[src/rtl/frustum_box_sphere_cull_macros.svh]
// ----------------------------------------------------------------------------
// frustum cull assertion macros
// Concurrent assertion helpers clocked on aclk and held off during reset.
// ----------------------------------------------------------------------------
`ifndef FRUSTUM_BOX_SPHERE_CULL_MACROS_SVH
`define FRUSTUM_BOX_SPHERE_CULL_MACROS_SVH

`ifndef ASSERT_OFF
// property must hold at every clock edge out of reset
`define FBSC_ASSERT(label, prop, msg) \
    label: assert property (@(posedge aclk) disable iff (!aresetn) (prop)) \
        else $error(msg);
// expression must never be true out of reset
`define FBSC_NEVER(label, expr, msg) \
    label: assert property (@(posedge aclk) disable iff (!aresetn) !(expr)) \
        else $error(msg);
`else
`define FBSC_ASSERT(label, prop, msg)
`define FBSC_NEVER(label, expr, msg)
`endif

`endif

[src/rtl/fbsc_pkg.sv]
// ----------------------------------------------------------------------------
// fbsc_pkg
// Shared constants and types for the frustum box and sphere cull pipeline.
// ----------------------------------------------------------------------------
package fbsc_pkg;

    // number of frustum planes held in configuration
    localparam int PLANE_COUNT = 4;
    // one clip-mask bit per plane
    localparam int CLIP_W      = PLANE_COUNT;

    // configuration register indexes
    localparam int CFG_IDX_W   = $clog2(PLANE_COUNT + 1);
    localparam logic [CFG_IDX_W-1:0] CFG_NO_CULL = CFG_IDX_W'(PLANE_COUNT);

    // field formats
    localparam int COORD_W     = 16;
    localparam int NORM_W      = 12;
    localparam int DIST_W      = 28;
    localparam int DIST_LSB    = 3 * NORM_W;
    localparam int PLANE_W     = 64;
    localparam int FRAC_BITS   = 10;
    localparam int PROD_W      = NORM_W + COORD_W;
    // sum of three products plus the scaled radius, with headroom
    localparam int ACC_W       = PROD_W + 3;

    // stream payload widths
    localparam int S_TDATA_W   = 168;
    localparam int M_TDATA_W   = 8;

    // opcodes
    localparam logic OP_BOX    = 1'b0;
    localparam logic OP_SPHERE = 1'b1;

    // per-stage load enables for the plane datapaths
    typedef struct packed {
        logic sel;
        logic mul;
        logic sum;
    } fbsc_stage_en_t;

endpackage

[src/rtl/fbsc_plane.sv]
// ----------------------------------------------------------------------------
// fbsc_plane
// Datapath for one frustum plane: operand select, multiply, accumulate.
// ----------------------------------------------------------------------------
module fbsc_plane
    import fbsc_pkg::*;
(
    input  logic                     aclk,
    input  fbsc_stage_en_t           en,
    input  logic [PLANE_W-1:0]       plane,
    input  logic                     opcode,
    input  logic signed [COORD_W-1:0] lo [3],
    input  logic signed [COORD_W-1:0] hi [3],
    input  logic signed [COORD_W-1:0] ctr [3],
    input  logic [COORD_W-1:0]       radius,
    output logic signed [ACC_W-1:0]  lhs,
    output logic signed [ACC_W-1:0]  rhs
);

    logic signed [NORM_W-1:0]  norm [3];
    logic signed [DIST_W-1:0]  plane_dist;

    logic signed [COORD_W-1:0] opnd_reg [3];
    logic signed [COORD_W-1:0] opnd_next [3];
    logic [COORD_W-1:0]        rad1_reg;
    logic                      op1_reg;

    logic signed [PROD_W-1:0]  prod_reg [3];
    logic signed [PROD_W-1:0]  prod_next [3];
    logic [COORD_W-1:0]        rad2_reg;
    logic                      op2_reg;

    logic signed [ACC_W-1:0]   lhs_reg;
    logic signed [ACC_W-1:0]   lhs_next;
    logic signed [ACC_W-1:0]   rhs_reg;
    logic signed [ACC_W-1:0]   rhs_next;

    // plane fields
    always_comb begin
        for (int k = 0; k < 3; k++) begin
            norm[k] = $signed(plane[k*NORM_W +: NORM_W]);
        end
        plane_dist = $signed(plane[DIST_LSB +: DIST_W]);
    end

    // stage 1: nearest-inside corner for a box, centre for a sphere
    always_comb begin
        for (int k = 0; k < 3; k++) begin
            if (opcode == OP_SPHERE) begin
                opnd_next[k] = ctr[k];
            end else if (norm[k][NORM_W-1]) begin
                opnd_next[k] = lo[k];
            end else begin
                opnd_next[k] = hi[k];
            end
        end
    end

    always_ff @(posedge aclk) begin
        if (en.sel) begin
            opnd_reg <= opnd_next;
            rad1_reg <= radius;
            op1_reg  <= opcode;
        end
    end

    // stage 2: one product per axis
    always_comb begin
        for (int k = 0; k < 3; k++) begin
            prod_next[k] = norm[k] * opnd_reg[k];
        end
    end

    always_ff @(posedge aclk) begin
        if (en.mul) begin
            prod_reg <= prod_next;
            rad2_reg <= rad1_reg;
            op2_reg  <= op1_reg;
        end
    end

    // stage 3: dot product, radius folded in so both tests become lhs < rhs
    // sphere: dot + r*1024 <= dist  becomes  dot + r*1024 < dist + 1
    always_comb begin
        lhs_next = ACC_W'(prod_reg[0]) + ACC_W'(prod_reg[1]) + ACC_W'(prod_reg[2]);
        rhs_next = ACC_W'(plane_dist);
        if (op2_reg == OP_SPHERE) begin
            lhs_next = lhs_next + $signed({{(ACC_W-COORD_W-FRAC_BITS){1'b0}},
                                            rad2_reg, {FRAC_BITS{1'b0}}});
            rhs_next = rhs_next + ACC_W'(1);
        end
    end

    always_ff @(posedge aclk) begin
        if (en.sum) begin
            lhs_reg <= lhs_next;
            rhs_reg <= rhs_next;
        end
    end

    assign lhs = lhs_reg;
    assign rhs = rhs_reg;

endmodule
[config.mk]
export PLATFORM = sky130hd
export DESIGN_NAME = fbsc_plane
export DESIGN_NICKNAME = d
export VERILOG_FILES = /design/src/rtl/frustum_box_sphere_cull_macros.svh /design/src/rtl/fbsc_pkg.sv /design/src/rtl/fbsc_plane.sv
export SDC_FILE = /design/constraint.sdc
export NUM_CORES = 2
export LEC_CHECK = 0
export BUFFER_PORTS_ARGS = -buffer_cell sky130_fd_sc_hd__clkbuf_2
export CORE_ASPECT_RATIO = 0.9
export CORE_UTILIZATION = 40
export CTS_CLUSTER_DIAMETER = 40
export CTS_CLUSTER_SIZE = 14
export DETAILED_ROUTE_END_ITERATION = 10
export PLACE_DENSITY_LB_ADDON = 0.15
export SLEW_MARGIN = 20
export SYNTH_ARGS = -nofsm -noshare
export SYNTH_HDL_FRONTEND = slang
export SYNTH_SLANG_ARGS = --single-unit
[constraint.sdc]
create_clock -name aclk -period 7.82 [get_ports aclk]
set_input_delay 0.782 -clock aclk [delete_from_list [all_inputs] [get_ports aclk]]
set_output_delay 0.782 -clock aclk [all_outputs]
set_load 0.02 [all_outputs]
==> results.py <==
metrics = {
    "sta": {
        "tightestPinTransition_ns": 1.05,
        "finalHoldViolCount": 0,
        "grt_setup_unrepaired": "no",
        "setup_ws_ns": 1.69,
        "fin_skew_ns": 0.0165,
        "setup_viol": 0,
        "relSlewSlack_pct": 30.1,
        "post-route-period-util_pct": 78.4,
        "fmax_mhz": 163,
        "fin_crit_ns": 6.13,
        "setup_tns_ns": 0,
        "maxSlewViolCount": 0,
    },
    "worst_setup_path": {
        "critical_path_class": "flip-flop to flip-flop",
        "crit_end": "prod_reg[55]",
        "critPathLaunch": "opnd_reg[21]",
        "rr_worst_depth": 19,
        "r2r_setup_slack_ns": 1.69,
        "worstPathRequired_ns": 8.13,
        "rr_endpoint": "prod_reg[55]",
        "end_kind": "flip-flop",
        "cp-start-kind": "flip-flop",
        "crit_family": "adder cells",
        "cp_common_cell": "fa_1",
        "r2r-start": "opnd_reg[21]",
        "crit_arrival_ns": 6.44,
        "crit_buf_inv": 4,
        "path_cells": "and2_1 -> fa_1 -> inv_1 -> fa_1 -> inv_1 -> fa_1 -> fa_1 -> inv_1 -> fa_1 -> inv_1 -> ha_1 -> a2111oi_1 -> a211o_1 -> and2_1 -> o21ai_1 -> o41ai_2 -> o2111ai_1 -> o31ai_1 -> xnor2_1",
        "cp_slowest_cell": "edfxtp_1",
        "cp_max_fo": 12,
        "max_stage_delay_ns": 0.60,
        "crit_cells": 19,
    },
    "synthesis": {
        "ys_warn_count": 0,
        "syn_inst": 3146,
        "yosys-top-cells-count": "666 x inv_1, 564 x fa_1, 458 x nand2_1, 226 x edfxtp_1, 222 x ha_1",
        "synth.area.top_cells": "fa_1 36%, edfxtp_1 22%, ha_1 8.8%",
        "synth_nets": 4161,
        "synth_ff_type": "edfxtp_1",
        "yosysSeqAreaShare_pct": 21.5,
        "synth_cell_types": 72,
        "synthArstFlopShare_pct": 0,
        "synth-edff-count": 226,
        "yosys.cell_count.top_type": "inv_1",
        "ys_ff_latch": 226,
        "syn_area_per_cell_um2": 10.0,
        "synth_top_cell_area_share_pct": 35.8,
        "synth_area_leader_cell": "fa_1",
        "netlist_area_um2": 31600,
    },
    "routing": {
        "wirelength_um": 72900,
        "firstDrtPassIters": 7,
        "wl_per_cell_um": 16.3,
        "drc": 0,
        "viasPerCell": 4.78,
        "postRouteAntennaNets": 0,
        "first_iter_violations": 1136,
        "num_vias": 21300,
    },
    "layout": {
        "syn2layout_area_growth_pct": 12.6,
        "largest_register_ffs": 84,
        "drive_gt1_share_pct": 12.0,
        "nNetsFinal": 4399,
        "postLayoutCoreUtil_pct": 45.6,
    },
    "status": {
        "status": "finished, final reports clean",
    },
    "clocking": {
        "clk_pin_slew_ns": 0.05,
        "cts_resized": 0,
        "insertion_delay_ns": 0.58,
        "cts_root_buffer": "clkbuf_16",
        "cts_setup_buffers": 0,
        "ctsHoldBuffers": 0,
        "ctsLongestPathBuffers": 3,
        "cts.sinks": 226,
        "cts_tree": "built",
        "cts-htree-levels": 2,
        "numCtsBuffers": 46,
    },
    "floorplanning": {
        "die_w_um": 298,
        "ioPinCount": 291,
        "fp-row-count": 97,
        "initial_utilization_pct": 40.5,
        "dieHeight_um": 268,
        "die-area_um2": 80000,
        "core_um2": 77900,
    },
    "placed_design": {
        "gp_congestion": 0.818,
        "dp_hpwl_um": 59400,
        "port_buffers": 290,
        "place_ws_ns": 1.34,
    },
    "grt": {
        "grt_max_degree": 98,
        "grt_overflow": 0,
        "grt_pass1_vias": 22400,
        "antenna_found_initial": 3,
        "grt_pass1_wl_um": 121000,
        "grt.total_usage_pct": 19.1,
    },
    "hold_path": {
        "hold_class": "primary input to flip-flop",
    },
    "job": {
        "drv_cap": 0,
    },
}
==> kinds of logic (layout without fill, tap and decap cells) <==
family	Yosys count	after routing	share of synthesized area [%]
compound gates	296	296	6.16
fa+ha+maj	786	786	44.6
xor+xnor	153	153	4.25
mux	57	57	1.84
other cells	0	1	0
buf+inv	773	1048	9.24
simple gates	855	855	12.4
flops	226	226	21.5
==> cell usage in the layout (no fill, tap or decap), types with 6 or more instances in the layout <==
master      instances
clkinvlp_4          7
and3_1             18
buf_4               9
fa_1              564
o21ai_1             7
and2_1            180
xnor2_1           118
o21bai_1           12
nand3_1            29
ha_1              222
nor2_1             93
inv_6               7
nand2_1           458
edfxtp_1          226
mux2i_1            50
or2_2               6
nand2b_1           24
nor3_1             16
nor2b_1             9
xor2_1             35
nand4_1            11
clkbuf_16          46
clkbuf_2          287
inv_1             666
mux2_2              6
a21o_1             34
a31oi_1            10
o21a_1             14
a21oi_1            70
o21ai_0            88
==> layout make-up <==
cell class / count / area (um^2)
fill: 7553 / 42400
multi-input combinational: 2147 / 21900
sequential: 226 / 6790
inverter: 667 / 2500
timing repair buffer: 296 / 1500
tap: 1039 / 1300
clock buffer: 48 / 1160
clock inverter: 37 / 422
antenna: 1 / 2.50
==> how the worst min path moves through the flow <==
| stage | end | slack, ns | start | cells after the start |
|---|---|---|---|---|
| after floorplan | op2_reg | 0.40 | op1_reg | 0 |
| after global placement | op2_reg | 0.40 | op1_reg | 0 |
| after detailed placement | rad2_reg[8] | 0.41 | rad1_reg[8] | 0 |
| after CTS | rad1_reg[15] | 0.33 | radius[15] | 1 |
| after global routing | rad1_reg[14] | 0.35 | radius[14] | 1 |
| final | rad1_reg[15] | 0.38 | radius[15] | 1 |
==> through the flow <==
step                      hold slack, ns  cell area (um^2)  cells
after global placement             0.402             34000   4375
after global routing               0.349             35500   4460
after detailed placement           0.405             34000   4375
after CTS                          0.333             35500   4460
final                              0.378             35500   4461
after floorplan                    0.400             31600   3146
==> layer usage <==
layer / GRT usage, % / up-vias / wire length (um)
met2: 29.3 / 473 / 31800
met5: 0 / - / 28
met4: 4.46 / 4 / 1450
li1: - / 10200 / -
met1: 28.3 / 10600 / 36100
met3: 2.86 / 88 / 3540
Power is left out: the tool's default activity adds up to more than one toggle a clock period on the data nets, which glitch-free logic cannot reach.
